File: config.mk
export PLATFORM = sky130hd
export DESIGN_NAME = iee_ctrl
export DESIGN_NICKNAME = d
export VERILOG_FILES = /design/src/rtl/infix_expression_evaluator_core_defines.svh /design/src/rtl/iee_pkg.sv /design/src/rtl/iee_ctrl.sv
export SDC_FILE = /design/constraint.sdc
export NUM_CORES = 1
export LEC_CHECK = 0
export ABC_AREA = 1
export BUFFER_PORTS_ARGS = -buffer_cell sky130_fd_sc_hd__clkbuf_2
export CAP_MARGIN = 20
export CORE_UTILIZATION = 30
export CTS_BUF_LIST = sky130_fd_sc_hd__clkbuf_16
export DETAILED_ROUTE_END_ITERATION = 8
export GPL_ROUTABILITY_DRIVEN = 0
export HOLD_SLACK_MARGIN = 0.03
export PLACE_DENSITY_LB_ADDON = 0.2
export SLEW_MARGIN = 25
export SYNTH_ARGS = -nofsm -noshare
export SYNTH_HDL_FRONTEND = slang
export SYNTH_SLANG_ARGS = --single-unit
File: constraint.sdc
create_clock -name clk_i -period 7.15 [get_ports clk_i]
set_input_delay 2.145 -clock clk_i [delete_from_list [all_inputs] [get_ports clk_i]]
set_output_delay 2.145 -clock clk_i [all_outputs]
set_load 0.02 [all_outputs]
File: src/rtl/infix_expression_evaluator_core_defines.svh
// Assertion macros used by the evaluator core.
`ifndef INFIX_EXPRESSION_EVALUATOR_CORE_DEFINES_SVH
`define INFIX_EXPRESSION_EVALUATOR_CORE_DEFINES_SVH

// Implication checked on every rising clock edge outside reset.
`define IEE_ASSERT_IMPL(lbl, clk, rst_n, pre, post, msg) \
  lbl: assert property (@(posedge clk) disable iff (!rst_n) (pre) |-> (post)) \
    else $error(msg);

// Next-cycle implication.
`define IEE_ASSERT_NEXT(lbl, clk, rst_n, pre, post, msg) \
  lbl: assert property (@(posedge clk) disable iff (!rst_n) (pre) |=> (post)) \
    else $error(msg);

`endif

File: src/rtl/iee_pkg.sv
package iee_pkg;

  localparam int unsigned StackDepth = 32;
  localparam int unsigned StackAw    = $clog2(StackDepth);
  localparam int unsigned CountW     = $clog2(StackDepth + 1);
  localparam int unsigned VarCount   = 26;

  typedef enum logic [2:0] {
    REQ_NUM   = 3'd0,
    REQ_VAR   = 3'd1,
    REQ_OPEN  = 3'd2,
    REQ_CLOSE = 3'd3,
    REQ_OP    = 3'd4,
    REQ_END   = 3'd5
  } req_e;

  localparam logic [2:0] OpPow   = 3'd0;
  localparam logic [2:0] OpMul   = 3'd1;
  localparam logic [2:0] OpDiv   = 3'd2;
  localparam logic [2:0] OpMod   = 3'd3;
  localparam logic [2:0] OpAdd   = 3'd4;
  localparam logic [2:0] OpSub   = 3'd5;
  localparam logic [2:0] OpParen = 3'd6;

  localparam logic [1:0] ErrNone  = 2'd0;
  localparam logic [1:0] ErrDiv0  = 2'd1;
  localparam logic [1:0] ErrOver  = 2'd2;
  localparam logic [1:0] ErrUnder = 2'd3;

  // Datapath commands.
  typedef enum logic [3:0] {
    CMD_NONE     = 4'd0,
    CMD_PUSH_LIT = 4'd1,
    CMD_PUSH_VAR = 4'd2,
    CMD_PUSH_OPR = 4'd3,  // push operator (op field)
    CMD_POP_OPR  = 4'd4,  // drop top operator
    CMD_RD_OPR   = 4'd5,  // fetch top operator
    CMD_RD_B     = 4'd6,  // pop right operand
    CMD_RD_A     = 4'd7,  // pop left operand
    CMD_ALU      = 4'd8,  // start arithmetic unit
    CMD_PUSH_RES = 4'd9,
    CMD_RD_TOP   = 4'd10, // fetch top operand for end
    CMD_FINISH   = 4'd11, // capture result, clear expression state
    CMD_ERR      = 4'd12, // record error code
    CMD_END_TOK  = 4'd13  // capture store target of the end token
  } cmd_e;

  typedef struct packed {
    cmd_e        cmd;
    logic [2:0]  op;
    logic [1:0]  err;
  } dp_cmd_t;

  typedef struct packed {
    logic [CountW-1:0] opd_cnt;
    logic [CountW-1:0] opr_cnt;
    logic [2:0]        top_op;   // valid after CMD_RD_OPR
    logic [1:0]        err;
    logic              alu_done;
    logic              div_zero;
  } dp_sts_t;

  function automatic logic [2:0] prec(input logic [2:0] op);
    logic [2:0] p;
    if (op == OpPow) p = 3'd5;
    else if (op <= OpMod) p = 3'd4;
    else p = 3'd2;
    return p;
  endfunction

endpackage

File: src/rtl/iee_ctrl.sv
module iee_ctrl (
  input  logic              clk_i,
  input  logic              rst_ni,
  input  logic              in_valid_i,
  output logic              in_stall_o,
  input  logic [2:0]        req_type_i,
  input  logic [2:0]        op_code_i,
  output logic              out_valid_o,
  input  logic              out_stall_i,
  input  iee_pkg::dp_sts_t  sts_i,
  output iee_pkg::dp_cmd_t  cmd_o
);
  import iee_pkg::*;

  typedef enum logic [10:0] {
    S_IDLE   = 11'b00000000001,
    S_LOOP   = 11'b00000000010, // decide next reduction step
    S_TOPW   = 11'b00000000100, // wait for top operator read
    S_TOPC   = 11'b00000001000, // check top operator
    S_RDB    = 11'b00000010000,
    S_RDA    = 11'b00000100000,
    S_ALUGO  = 11'b00001000000,
    S_ALUW   = 11'b00010000000,
    S_ENDW   = 11'b00100000000,
    S_ENDF   = 11'b01000000000,
    S_OUT    = 11'b10000000000
  } ctl_e;

  ctl_e       state_q, state_d;
  logic [2:0] type_q, type_d, op_q, op_d, red_q, red_d;
  logic       out_v_q, out_v_d;
  logic       stop;

  always_comb begin
    state_d = state_q;
    type_d = type_q; op_d = op_q; red_d = red_q;
    out_v_d = out_v_q;
    cmd_o.cmd = CMD_NONE;
    cmd_o.op  = op_q;
    cmd_o.err = ErrNone;
    stop = 1'b0;
    if (out_v_q && !out_stall_i) out_v_d = 1'b0;
    case (state_q)
      S_IDLE: begin
        if (in_valid_i) begin
          type_d = req_type_i;
          op_d   = op_code_i;
          if (req_type_i == REQ_END) begin
            cmd_o.cmd = CMD_END_TOK;
            state_d = S_LOOP;
          end else if (sts_i.err != ErrNone) state_d = S_IDLE;
          else begin
            case (req_type_i)
              REQ_NUM, REQ_VAR: begin
                if (sts_i.opd_cnt >= CountW'(StackDepth)) begin
                  cmd_o.cmd = CMD_ERR; cmd_o.err = ErrOver;
                end else cmd_o.cmd = (req_type_i == REQ_NUM) ? CMD_PUSH_LIT : CMD_PUSH_VAR;
              end
              REQ_OPEN: begin
                if (sts_i.opr_cnt >= CountW'(StackDepth)) begin
                  cmd_o.cmd = CMD_ERR; cmd_o.err = ErrOver;
                end else begin
                  cmd_o.cmd = CMD_PUSH_OPR; cmd_o.op = OpParen;
                end
              end
              REQ_CLOSE: state_d = S_LOOP;
              REQ_OP: if (op_code_i <= OpSub) state_d = S_LOOP;
              default: state_d = S_IDLE;
            endcase
          end
        end
      end
      S_LOOP: begin
        if (sts_i.err != ErrNone || sts_i.opr_cnt == '0) stop = 1'b1;
        else begin
          cmd_o.cmd = CMD_RD_OPR;
          state_d = S_TOPW;
        end
        if (stop) begin
          if (type_q == REQ_END) begin
            if (sts_i.err == ErrNone && sts_i.opd_cnt == '0) begin
              cmd_o.cmd = CMD_ERR; cmd_o.err = ErrUnder;
            end
            state_d = S_ENDW;
          end else if (type_q == REQ_OP && sts_i.err == ErrNone) begin
            if (sts_i.opr_cnt >= CountW'(StackDepth)) begin
              cmd_o.cmd = CMD_ERR; cmd_o.err = ErrOver;
            end else cmd_o.cmd = CMD_PUSH_OPR;
            state_d = S_IDLE;
          end else state_d = S_IDLE;
        end
      end
      S_TOPW: state_d = S_TOPC;
      S_TOPC: begin
        red_d = sts_i.top_op;
        state_d = S_IDLE;
        if (sts_i.top_op == OpParen) begin
          if (type_q == REQ_END) begin
            cmd_o.cmd = CMD_POP_OPR; state_d = S_LOOP;
          end else if (type_q == REQ_CLOSE) cmd_o.cmd = CMD_POP_OPR;
          else if (type_q == REQ_OP) begin
            cmd_o.cmd = CMD_PUSH_OPR;
            if (sts_i.opr_cnt >= CountW'(StackDepth)) begin
              cmd_o.cmd = CMD_ERR; cmd_o.err = ErrOver;
            end
          end
        end else if (type_q == REQ_OP &&
                     (op_q == OpPow || prec(sts_i.top_op) < prec(op_q))) begin
          cmd_o.cmd = CMD_PUSH_OPR;
          if (sts_i.opr_cnt >= CountW'(StackDepth)) begin
            cmd_o.cmd = CMD_ERR; cmd_o.err = ErrOver;
          end
        end else begin
          // reduce: operator is popped regardless of operand count
          cmd_o.cmd = CMD_POP_OPR;
          state_d = S_RDB;
        end
      end
      S_RDB: begin
        if (sts_i.opd_cnt < CountW'(2)) begin
          cmd_o.cmd = CMD_ERR; cmd_o.err = ErrUnder;
          state_d = S_LOOP;
        end else begin
          cmd_o.cmd = CMD_RD_B;
          state_d = S_RDA;
        end
      end
      S_RDA: begin
        cmd_o.cmd = CMD_RD_A;
        state_d = S_ALUGO;
      end
      S_ALUGO: begin
        // a lands this cycle edge; start next cycle
        state_d = S_ALUW;
      end
      S_ALUW: begin
        cmd_o.op = red_q;
        if (red_q != OpPow && red_q != OpMul && red_q != OpAdd && red_q != OpSub &&
            sts_i.div_zero) begin
          cmd_o.cmd = CMD_ERR; cmd_o.err = ErrDiv0;
          state_d = S_LOOP;
        end else begin
          cmd_o.cmd = CMD_ALU;
          state_d = S_OUT;
        end
      end
      S_OUT: begin
        cmd_o.op = red_q;
        if (sts_i.alu_done) begin
          cmd_o.cmd = CMD_PUSH_RES; // count below depth after popping two
          state_d = S_LOOP;
        end
      end
      S_ENDW: begin
        cmd_o.cmd = CMD_RD_TOP;
        state_d = S_ENDF;
      end
      S_ENDF: begin
        // hold until the previous result has been taken
        if (!out_v_q || !out_stall_i) begin
          cmd_o.cmd = CMD_FINISH;
          out_v_d = 1'b1;
          state_d = S_IDLE;
        end
      end
      default: state_d = S_IDLE;
    endcase
  end

  always_ff @(posedge clk_i or negedge rst_ni) begin
    if (!rst_ni) begin
      state_q <= S_IDLE;
      out_v_q <= 1'b0;
    end else begin
      state_q <= state_d;
      out_v_q <= out_v_d;
    end
  end

  always_ff @(posedge clk_i) begin
    type_q <= type_d;
    op_q   <= op_d;
    red_q  <= red_d;
  end

  assign in_stall_o  = (state_q != S_IDLE);
  assign out_valid_o = out_v_q;
endmodule

After elaboration in Yosys (flattened, before gate mapping). Index checks and enable logic that the tools add are counted.

Register bits after elaboration: 21. Input bits: 29.

Muxes and demuxes: 70. $lt $le $gt $ge: 7. Reductions and logical operators: 26. Equality and inequality tests: 30.

Operators with widths (number): $pmux W11 S11 (1); $mux W11 (10); $mux W4 (15); $mux W3 (12); $pmux W4 S9 (1); $pmux W11 S3 (1); $mux W2 (14); $mux W9 (3); $eq A3 B3 Y1 const B (5); $ge A6 B6 Y1 const B (2); $logic_not A6 Y1 (2); $eq A11 B1 Y1 const B (1); $eq A11 B10 Y1 const B (1); $eq A11 B11 Y1 const B (1); $eq A11 B2 Y1 const B (1); $eq A11 B3 Y1 const B (1); $eq A11 B4 Y1 const B (1); $eq A11 B5 Y1 const B (1); $eq A11 B6 Y1 const B (1); $eq A11 B7 Y1 const B (1); $eq A11 B8 Y1 const B (1); $eq A11 B9 Y1 const B (1); $ne A11 B1 Y1 const B (1); $mux W5 (2); 29 further kinds (53).

Depth between registers and ports, before layout. Gate-level depths: netlist of run 1.

Word-level depth: 11. Depth in mapped cells: 11. Gate-level depth less buffers: 11.

Worst setup path after synthesis of run 1. OpenSTA, ideal clock, no wires.

Path kind: input to output. From: input port req_type_i[1]. To: output port cmd_o[2] in the netlist's numbering. Cell stages on the path: 7. Arrival: 3.196 ns. Slack: 1.809 ns. Buffers on the path: 0. Cell sequence: inv_1 > nand2_1 > nor2_1 > nor4_1 > nand2_1 > nand2_1 > o21ai_0.

RTL lines: start: declaration (RTL line iee_ctrl.sv:6) `input logic [2:0] req_type_i,`; end: declaration (RTL line iee_ctrl.sv:11) `output iee_pkg::dp_cmd_t cmd_o`.

==> results of run 1 <==
area by class of cell:
| type | count | area, um^2 |
|---|---|---|
| tap | 70 | 87.6 |
| inverter | 35 | 133 |
| sequential | 21 | 572 |
| fill | 562 | 3200 |
| clock buffer | 3 | 75.1 |
| multi-input combinational | 193 | 965 |
| clock inverter | 1 | 7.51 |
| timing repair buffer | 40 | 203 |
power groups by stage:
stage	registers, mW	clock network, mW	logic [mW]
2_1_floorplan	0.147	0	0.104
3_3_place_gp	0.149	0	0.140
3_5_place_dp	0.149	0	0.140
4_1_cts	0.147	0.127	0.141
5_1_grt	0.148	0.129	0.158
6_report	0.147	0.123	0.139
cells by family (layout without fill, tap and decap cells):
| kind of cell | count (synthesis) | in the layout |
|---|---|---|
| flops | 21 | 21 |
| simple gates | 170 | 170 |
| compound gates | 21 | 21 |
| fa+ha+maj | 2 | 2 |
| buf+inv | 38 | 79 |
critical path: stages:
cell	delay, ps
clkbuf_2	110
inv_1	50
ha_1	260
o21ai_0	70
nand2_1	80
nand3_1	100
nand2_1	110
o21ai_1	60
a21oi_1	250
nand2_1	120
clkbuf_2	170
sequential cells by signal (all words and copies together), names as in the netlist:
| name | flops |
|---|---|
| state_q | 11 |
| op_q | 3 |
| red_q | 3 |
| type_q | 3 |
| out_valid_o | 1 |
metrics by stage:
step | worst slack (ps) | power [mW] | cells
floorplan | 1810 | 0.251 | 252
global placement | 1540 | 0.290 | 359
detailed placement | 1510 | 0.290 | 359
CTS | 1510 | 0.414 | 363
global route | 1380 | 0.435 | 363
finish | 1480 | 0.409 | 363
metal layers:
metal | share of wire | vias to the layer above | wire length [um] | GRT usage
met4 | 0.018 | 0 | 78 | 0.0500
li1 | - | 897 | - | -
met3 | 0.046 | 7 | 194 | 0.0250
met2 | 0.45 | 41 | 1920 | 0.253
met5 | 0 | - | 0 | 0
met1 | 0.48 | 703 | 2060 | 0.204
cells in the final DEF, fill, tap and decap left out, drive strengths merged:
cell type,n
o31ai,1
clkinvlp,1
o21ai,9
buf,1
nand3,28
clkinv,1
nand4,3
o211ai,1
ha,2
inv,34
o2111ai,1
and3b,1
nor4,1
edfxtp,9
a31o,1
dfrtp,11
a21oi,7
dfstp,1
nor3,10
a31oi,1
nor2,55
clkbuf,42
nand2,72
path summary, 6_finish.rpt:
path	to	slack (ps)	cells past startpoint
worst max-delay path	cmd_o[1]	1480	11
worst min-delay path	out_valid_o	530	2
worst max register to register	op_q[2]	5530	7
worst min register to register	out_valid_o	530	2
max in group asynchronous	state_q[0]	5100	1
min in group asynchronous	out_valid_o	1760	1
==> impl_metrics.json, run 1 <==
{
  "outcome": "complete, no violations",
  "synth-simple-area-share": 0.488,
  "core-area_mm2": 0.00524,
  "overflow": 0,
  "synth_seq_cells": 21,
  "synth_cell_types": 31,
  "max_slew_margin": 0.782,
  "cts_resized": 0,
  "clkPwrFrac": 0.301,
  "drt_wl_total_mm": 4.25,
  "rows": 26,
  "synthMuxAreaShare": 0,
  "seqPwrFrac": 0.359,
  "htree_levels": 1,
  "final_area_mm2": 0.00204,
  "swShare": 0.358,
  "critPathKind": "input port to output pin",
  "postPlaceCellArea_mm2": 0.00196,
  "clkSlewWorstSetupHoldPaths_ps": 70,
  "fin_nets": 325,
  "clock_latency_ps": 260,
  "synth.most_common_cell": "nand2_1",
  "drt_pass1_iterations": 4,
  "synth_top_area_share": 0.164,
  "ys_warn_count": 0,
  "synth_area_leader_cell": "dfrtp_1",
  "synth_edf_count": 9,
  "cap_violations": 0,
  "crit_path_start_kind": "input port",
  "min_from": "out_valid_o",
  "combPwrFrac": 0.340,
  "grt_pass1_wl_mm": 7.15,
  "cts_hold_buffers": 0,
  "r2r_start": "state_q[4]",
  "hold_violations": 0,
  "fmax_ghz": 0.176,
  "ios": 40,
  "viasPerCell": 4.54,
  "syn_area_per_cell_um2": 6.67,
  "postSynthCellCount": 252,
  "fp.dieW_um": 76.9,
  "antenna_cells": 0,
  "antenna_found_initial": 0,
  "clock_path_buffers": 2,
  "syn_to_final_growth_pct": 21.4,
  "startpoint": "sts_i[6]",
  "synth_common_cells": "64 x nand2_1, 48 x nor2_1, 32 x inv_1",
  "cts_tree": "yes",
  "gr-usage-all-layers": 0.154,
  "synth_area_mm2": 0.00168,
  "fin_tns_setup_ps": 0,
  "drive_gt1_frac": 0.235,
  "antenna_left": 0,
  "synthTopCellsByArea": "dfrtp_1 16%, edfxtp_1 16%, nand2_1 14%, nor2_1 11%, nand3_1 7.7%",
  "async_reset_ff_frac": 0.571,
  "p_sw_mw": 0.146,
  "initial_core_util": 0.321,
  "post-route-drc-count": 0,
  "worstMarginPinSlew_ps": 326,
  "yosysSeqAreaShare": 0.340,
  "post-route-util": 0.390,
  "vias": 1648,
  "die_area_mm2": 0.00591,
  "synthAdderAreaFrac": 0.0149,
  "synth_xor_area_frac": 0,
  "holdWs_ps": 528,
  "power_leakage_nw": 1.10,
  "synth_compound_area_frac": 0.0707,
  "cp_data_arrival_time_ps": 3520,
  "internal_power_mw": 0.262,
  "cellPowerDensity_mw_per_mm2": 200,
  "synth_ff_type": "dfrtp_1",
  "drtIter0Drc": 87,
  "path_max_fanout": 4,
  "place.port_buffers": 39,
  "cts_num_sinks": 21,
  "slew_violations": 0,
  "final.period_utilization": 0.793,
  "root_buffer": "clkbuf_16",
  "critPathCaptureType": "output pin",
  "vdd_drop_max_mv": 0.107,
  "wl_per_cell_um": 11.7,
  "required_ps": 5010,
  "setup_viol": 0,
  "synth_top_family_by_area": "simple AND/OR/NAND/NOR gates",
  "post_cts_buffers": 0,
  "grt_pass1_vias": 1535,
  "min_period_ps": 5670,
  "worst_clock_skew_ps": 9.42,
  "grt_max_degree": 14,
  "die_y_um": 76.9,
  "hpwl_mm": 3.61,
  "rsz0062_at_grt": "false",
  "min_path_type": "flip-flop to flip-flop",
  "cts_made_buffers": 3,
  "synth_nets": 283
}
(Power assumes the default switching activity.)
==> run 2, diff against run 1 <==
--- a/config.mk
+++ b/config.mk
@@ -5,7 +5,7 @@
 export SDC_FILE = /design/constraint.sdc
 export NUM_CORES = 1
 export LEC_CHECK = 0
-export ABC_AREA = 1
+export ABC_AREA = 0
 export BUFFER_PORTS_ARGS = -buffer_cell sky130_fd_sc_hd__clkbuf_2
 export CAP_MARGIN = 20
 export CORE_UTILIZATION = 30
==> constraint.sdc (replaced) <==
create_clock -name clk_i -period 5.6 [get_ports clk_i]
set_input_delay 1.68 -clock clk_i [delete_from_list [all_inputs] [get_ports clk_i]]
set_output_delay 1.68 -clock clk_i [all_outputs]
set_load 0.02 [all_outputs]
==> run 2 against run 1 <==
Cell area decreased by 1.8%. Register-to-register slack worse by 2100 ps. Global-route usage grew 0.14 points. Combinational power rose by 12%. Flip-flop and latch count unchanged. Wire length grew 3.3%. Via count fell by 3.1%. Clock power is 26% higher. Count of clock-buffer cells in the layout unchanged. Sequential share of layout area grew 0.52 points. Synthesized cell count decreased by 24%. Sequential power is 35% higher. Largest power group unchanged.
==> impl_metrics.json, run 2 <==
{
  "outcome": "complete, no violations",
  "hpwl_mm": 3.58,
  "cts_hold_buffers": 0,
  "worst_clock_skew_ps": 2.01,
  "syn_to_final_growth_pct": 19.6,
  "vias": 1597,
  "layout.cells.most_common": "clkbuf_2",
  "fin_tns_setup_ps": 0,
  "synth_edf_count": 9,
  "final.setup.worst_slack_ps": 600,
  "clkSlewWorstSetupHoldPaths_ps": 60,
  "gr-usage-all-layers": 0.155,
  "fin_nets": 259,
  "root_buffer": "clkbuf_16",
  "max_slew_margin": 0.503,
  "largest_reg_flops": 11,
  "antenna_left": 0,
  "worstMarginPinSlew_ps": 742,
  "yosysSeqAreaShare": 0.341,
  "pre_cts_ws_ps": 601,
  "cts_num_sinks": 21,
  "grt_pass1_vias": 1462,
  "cpPeakStageDelay_ps": 390,
  "async_reset_ff_frac": 0.571,
  "cp_data_arrival_time_ps": 3320,
  "cpMostUsedCell": "clkbuf_2",
  "hold_violations": 0,
  "antenna_found_initial": 0,
  "synth_top_area_share": 0.164,
  "clock_path_buffers": 2,
  "synth_seq_cells": 21,
  "grt_max_degree": 13,
  "cts_made_buffers": 3,
  "wl_per_cell_um": 14.8,
  "syn_area_per_cell_um2": 8.78,
  "die_y_um": 76.8,
  "antenna_cells": 0,
  "post-route-drc-count": 0,
  "power_leakage_nw": 0.838,
  "critPathCaptureType": "output pin",
  "cap_violations": 0,
  "path_max_fanout": 4,
  "post_cts_buffers": 0,
  "crit_chain": "clkbuf_2 > inv_1 > ha_1 > o21a_1 > o32a_1 > a21oi_1 > o22a_1 > or3_1 > clkbuf_2",
  "critPathKind": "input port to output pin",
  "min_path_type": "flip-flop to flip-flop",
  "synth_common_cells": "15 x nor2_1, 14 x nand2_1, 11 x dfrtp_1, 11 x nor3_1, 10 x o21ai_0",
  "critical-path-top-delay-family": "compound AO/OA/AOI/OAI gates",
  "fmax_ghz": 0.200,
  "place.port_buffers": 39,
  "crit_path_start_kind": "input port",
  "layout_common_cells": "39 x clkbuf_2, 15 x nor2_1, 14 x nand2_1",
  "die_area_mm2": 0.00589,
  "synth_area_leader_cell": "dfrtp_1",
  "cts_tree": "yes",
  "cts_resized": 0,
  "slew_violations": 0,
  "overflow": 0,
  "synthTopCellsByArea": "dfrtp_1 16%, edfxtp_1 16%, nand2b_1 3.4%, nor2_1 3.4%, nor3_1 3.3%",
  "drtIter0Drc": 86,
  "ios": 40,
  "rsz0062_at_grt": "false",
  "final.period_utilization": 0.893,
  "vdd_drop_max_mv": 0.109,
  "viasPerCell": 5.38,
  "postSynthCellCount": 191,
  "synth.most_common_cell": "nor2_1",
  "rows": 26,
  "fp.dieW_um": 76.8,
  "synth_area_mm2": 0.00168,
  "drt_pass1_iterations": 4,
  "clock_latency_ps": 260,
  "setup_viol": 0,
  "ys_warn_count": 0,
  "synth_nets": 222,
  "cellPowerDensity_mw_per_mm2": 254,
  "slowest_stage": "or3_1",
  "synth_cell_types": 55,
  "critPathBufInv": 3,
  "drt_wl_total_mm": 4.39,
  "required_ps": 3920,
  "grt_pass1_wl_mm": 7.20,
  "min_period_ps": 5000,
  "htree_levels": 1,
  "core-area_mm2": 0.00524,
  "regMostFlops": "state_q",
  "synth_ff_type": "dfrtp_1",
  "drive_gt1_frac": 0.233,
  "initial_core_util": 0.320
}
run 2: changes by cell type after synthesis, moves of 8 or more:
cell,change
inv_1,-26
nand3_1,-17
nor2_1,-33
nand2_1,-50
nand2b_1,+9
nor2b_1,+8
run 2: through the flow:
stage               utilization  hold WS (ps)  instances  area [um^2]  total power [mW]
floorplan                     -           562        191         1680             0.305
global placement          0.367           601        293         1920             0.356
detailed placement        0.367           607        293         1920             0.355
CTS                       0.383           614        297         2000             0.507
global route              0.383           632        297         2000             0.536
finish                    0.383           611        297         2000             0.508
run 2: routing by layer:
metal / vias up / GRT usage / part of all wire
li1: 805 / - / -
met4: 0 / 0.0635 / 0.016
met1: 751 / 0.211 / 0.49
met2: 36 / 0.255 / 0.47
met5: - / 0 / 0
met3: 5 / 0.00833 / 0.022
run 2: cells by family (layout without fill, tap and decap cells):
family                   Yosys count  in the layout  share of synthesized area
AO/OA/AOI/OAI                     47             47                      0.188
XOR/XNOR                           5              5                     0.0261
adder cells (fa/ha/maj)            2              2                     0.0149
buffers and inverters             14             50                     0.0388
flip-flops                        21             21                      0.341
multiplexers                       2              2                     0.0119
AND/OR/NAND/NOR                  100            100                      0.379
run 2: area by class of cell:
type                            count  area [um^2]
Clock buffer                        3         75.1
Clock inverter                      1         5.00
Fill cell                         544         3230
Inverter                            6         22.5
Multi-Input combinational cell    156         1040
Sequential cell                    21          572
Tap cell                           70         87.6
Timing Repair Buffer               40          203
run 2: worst paths after layout:
check / start / end / slack, ps / depth (start not counted)
min in group asynchronous: rst_ni / out_valid_o / 1300 / 1
max in group asynchronous: rst_ni / state_q[0] / 4010 / 1
worst max register to register: state_q[4] / state_q[1] / 3460 / 4
worst min-delay path: state_q[3] / state_q[3] / 610 / 1
worst min register to register: state_q[3] / state_q[3] / 610 / 1
worst max-delay path: sts_i[6] / cmd_o[5] / 600 / 9
run 2: where the power goes:
part           switching [mW]  internal (mW)  total (mW)
Clock                  0.0590         0.0961       0.155
Combinational          0.0951         0.0603       0.155
Sequential             0.0187          0.179       0.198
Total                   0.173          0.335       0.508
==> run 3, diff against run 2 <==
--- a/config.mk
+++ b/config.mk
@@ -8,7 +8,7 @@
 export ABC_AREA = 0
 export BUFFER_PORTS_ARGS = -buffer_cell sky130_fd_sc_hd__clkbuf_2
 export CAP_MARGIN = 20
-export CORE_UTILIZATION = 30
+export CORE_UTILIZATION = 45
 export CTS_BUF_LIST = sky130_fd_sc_hd__clkbuf_16
 export DETAILED_ROUTE_END_ITERATION = 8
 export GPL_ROUTABILITY_DRIVEN = 0
==> run 3 against run 2 <==
Setup slack better by 24 ps. Clock skew is 3.5 ps higher. Total power is 0.66% higher. Maximum frequency is 0.47% higher. Critical path type unchanged. Largest cell class unchanged.
==> impl_metrics.json, run 3 (synthesis gave the netlist of run 2 again) <==
{
  "layout_common_cells": "39 x clkbuf_2, 15 x nor2_1, 14 x nand2_1",
  "cpPeakStageDelay_ps": 360,
  "initial_core_util": 0.487,
  "cap_violations": 0,
  "fp.dieW_um": 63.0,
  "place.port_buffers": 39,
  "syn_to_final_growth_pct": 17.3,
  "crit_path_start_kind": "input port",
  "hold_violations": 0,
  "drtIter0Drc": 119,
  "layout.cells.most_common": "clkbuf_2",
  "die_y_um": 63.0,
  "post-route-drc-count": 0,
  "cellPowerDensity_mw_per_mm2": 260,
  "fmax_ghz": 0.201,
  "core-area_mm2": 0.00344,
  "largest_reg_flops": 11,
  "cp_data_arrival_time_ps": 3300,
  "min_period_ps": 4980,
  "ios": 40,
  "grt_pass1_wl_mm": 7.08,
  "wl_per_cell_um": 15.5,
  "slowest_stage": "or3_1",
  "max_slew_margin": 0.515,
  "post-route-util": 0.571,
  "cts_hold_buffers": 0,
  "post_cts_buffers": 0,
  "critPathBufInv": 3,
  "drt_wl_total_mm": 4.23,
  "setup_viol": 0,
  "crit_chain": "clkbuf_2 > inv_1 > ha_1 > o21a_1 > o32a_1 > a21oi_1 > o22a_1 > or3_1 > clkbuf_2",
  "grt_pass1_vias": 1520,
  "min_path_type": "flip-flop to flip-flop",
  "viasPerCell": 5.99,
  "swShare": 0.344,
  "postPlaceCellArea_mm2": 0.00189,
  "die_area_mm2": 0.00397,
  "final.period_utilization": 0.889,
  "internal_power_mw": 0.335,
  "htree_levels": 1,
  "rsz0062_at_grt": "false",
  "drt_pass1_iterations": 4,
  "slew_violations": 0,
  "grt_max_degree": 13,
  "vias": 1629,
  "clock_latency_ps": 260,
  "n_fill_cell": 344,
  "clock_path_buffers": 2,
  "cts_resized": 0,
  "cts_tree": "yes",
  "worstMarginPinSlew_ps": 724,
  "combPwrFrac": 0.305,
  "antenna_left": 0,
  "power_leakage_nw": 0.833,
  "clkPwrFrac": 0.310,
  "vdd_drop_max_mv": 0.105,
  "cts_num_sinks": 21,
  "antenna_found_initial": 0,
  "seqPwrFrac": 0.385,
  "fin_cells": 272,
  "final_area_mm2": 0.00197,
  "fin_tns_setup_ps": 0,
  "p_sw_mw": 0.176,
  "overflow": 0,
  "hpwl_mm": 3.31,
  "critPathCaptureType": "output pin",
  "critical-path-top-delay-family": "compound AO/OA/AOI/OAI gates",
  "cts_made_buffers": 3,
  "rows": 21,
  "root_buffer": "clkbuf_16",
  "gr-usage-all-layers": 0.228,
  "fin_nets": 258,
  "drive_gt1_frac": 0.230,
  "required_ps": 3920,
  "final.setup.worst_slack_ps": 624,
  "regMostFlops": "state_q",
  "pre_cts_ws_ps": 638,
  "placed_cells": 268,
  "worst_clock_skew_ps": 5.50,
  "path_max_fanout": 4,
  "outcome": "complete, no violations",
  "cpMostUsedCell": "clkbuf_2",
  "antenna_cells": 0,
  "clkSlewWorstSetupHoldPaths_ps": 60,
  "critPathKind": "input port to output pin"
}
## run 3: layer usage
metal  vias up  routed length, um  global-route usage
li1        805                  -                   -
met1       753               1990               0.327
met2        66               1920               0.356
met3         5                254              0.0182
met4         0                 59              0.0785
met5         -                  0                   0
## run 3: worst paths after layout
| kind | start | to | slack, ps | cells after the start |
|---|---|---|---|---|
| max reg2reg | state_q[10] | state_q[0] | 3430 | 5 |
| min | out_valid_o | out_valid_o | 590 | 2 |
| min in group asynchronous | rst_ni | state_q[2] | 1300 | 1 |
| max in group asynchronous | rst_ni | state_q[0] | 4010 | 1 |
| max | sts_i[6] | cmd_o[5] | 620 | 9 |
| min reg2reg | out_valid_o | out_valid_o | 590 | 2 |
## run 3: through the flow
stage,power [mW],hold slack [ps]
after floorplan,0.305,562
after global placement,0.352,579
after detailed placement,0.355,578
after CTS,0.510,592
after global routing,0.537,660
final,0.512,587
## run 3: worst reg2reg max path, cell delays in order (launching register included)
cell     delay [ps]
dfrtp_1         500
nor4_4          660
nand4_1         320
a31oi_1         250
o21ai_0         120
a31oi_1         230
## run 3: layout make-up
type,count,area (um^2),share of cell area
Clock buffer,3,75.1,0.0382
Multi-Input combinational cell,156,1040,0.529
Inverter,6,22.5,0.0115
Clock inverter,1,5.00,0.00254
Tap cell,46,57.6,0.0293
Sequential cell,21,572,0.291
Timing Repair Buffer,39,195,0.0992
## run 3: power by group through the flow
| stage | combinational [mW] | sequential (mW) | clock [mW] |
|---|---|---|---|
| 2_1_floorplan | 0.109 | 0.196 | 0 |
| 3_3_place_gp | 0.152 | 0.200 | 0 |
| 3_5_place_dp | 0.155 | 0.200 | 0 |
| 4_1_cts | 0.156 | 0.197 | 0.158 |
| 5_1_grt | 0.172 | 0.199 | 0.166 |
| 6_report | 0.156 | 0.197 | 0.159 |
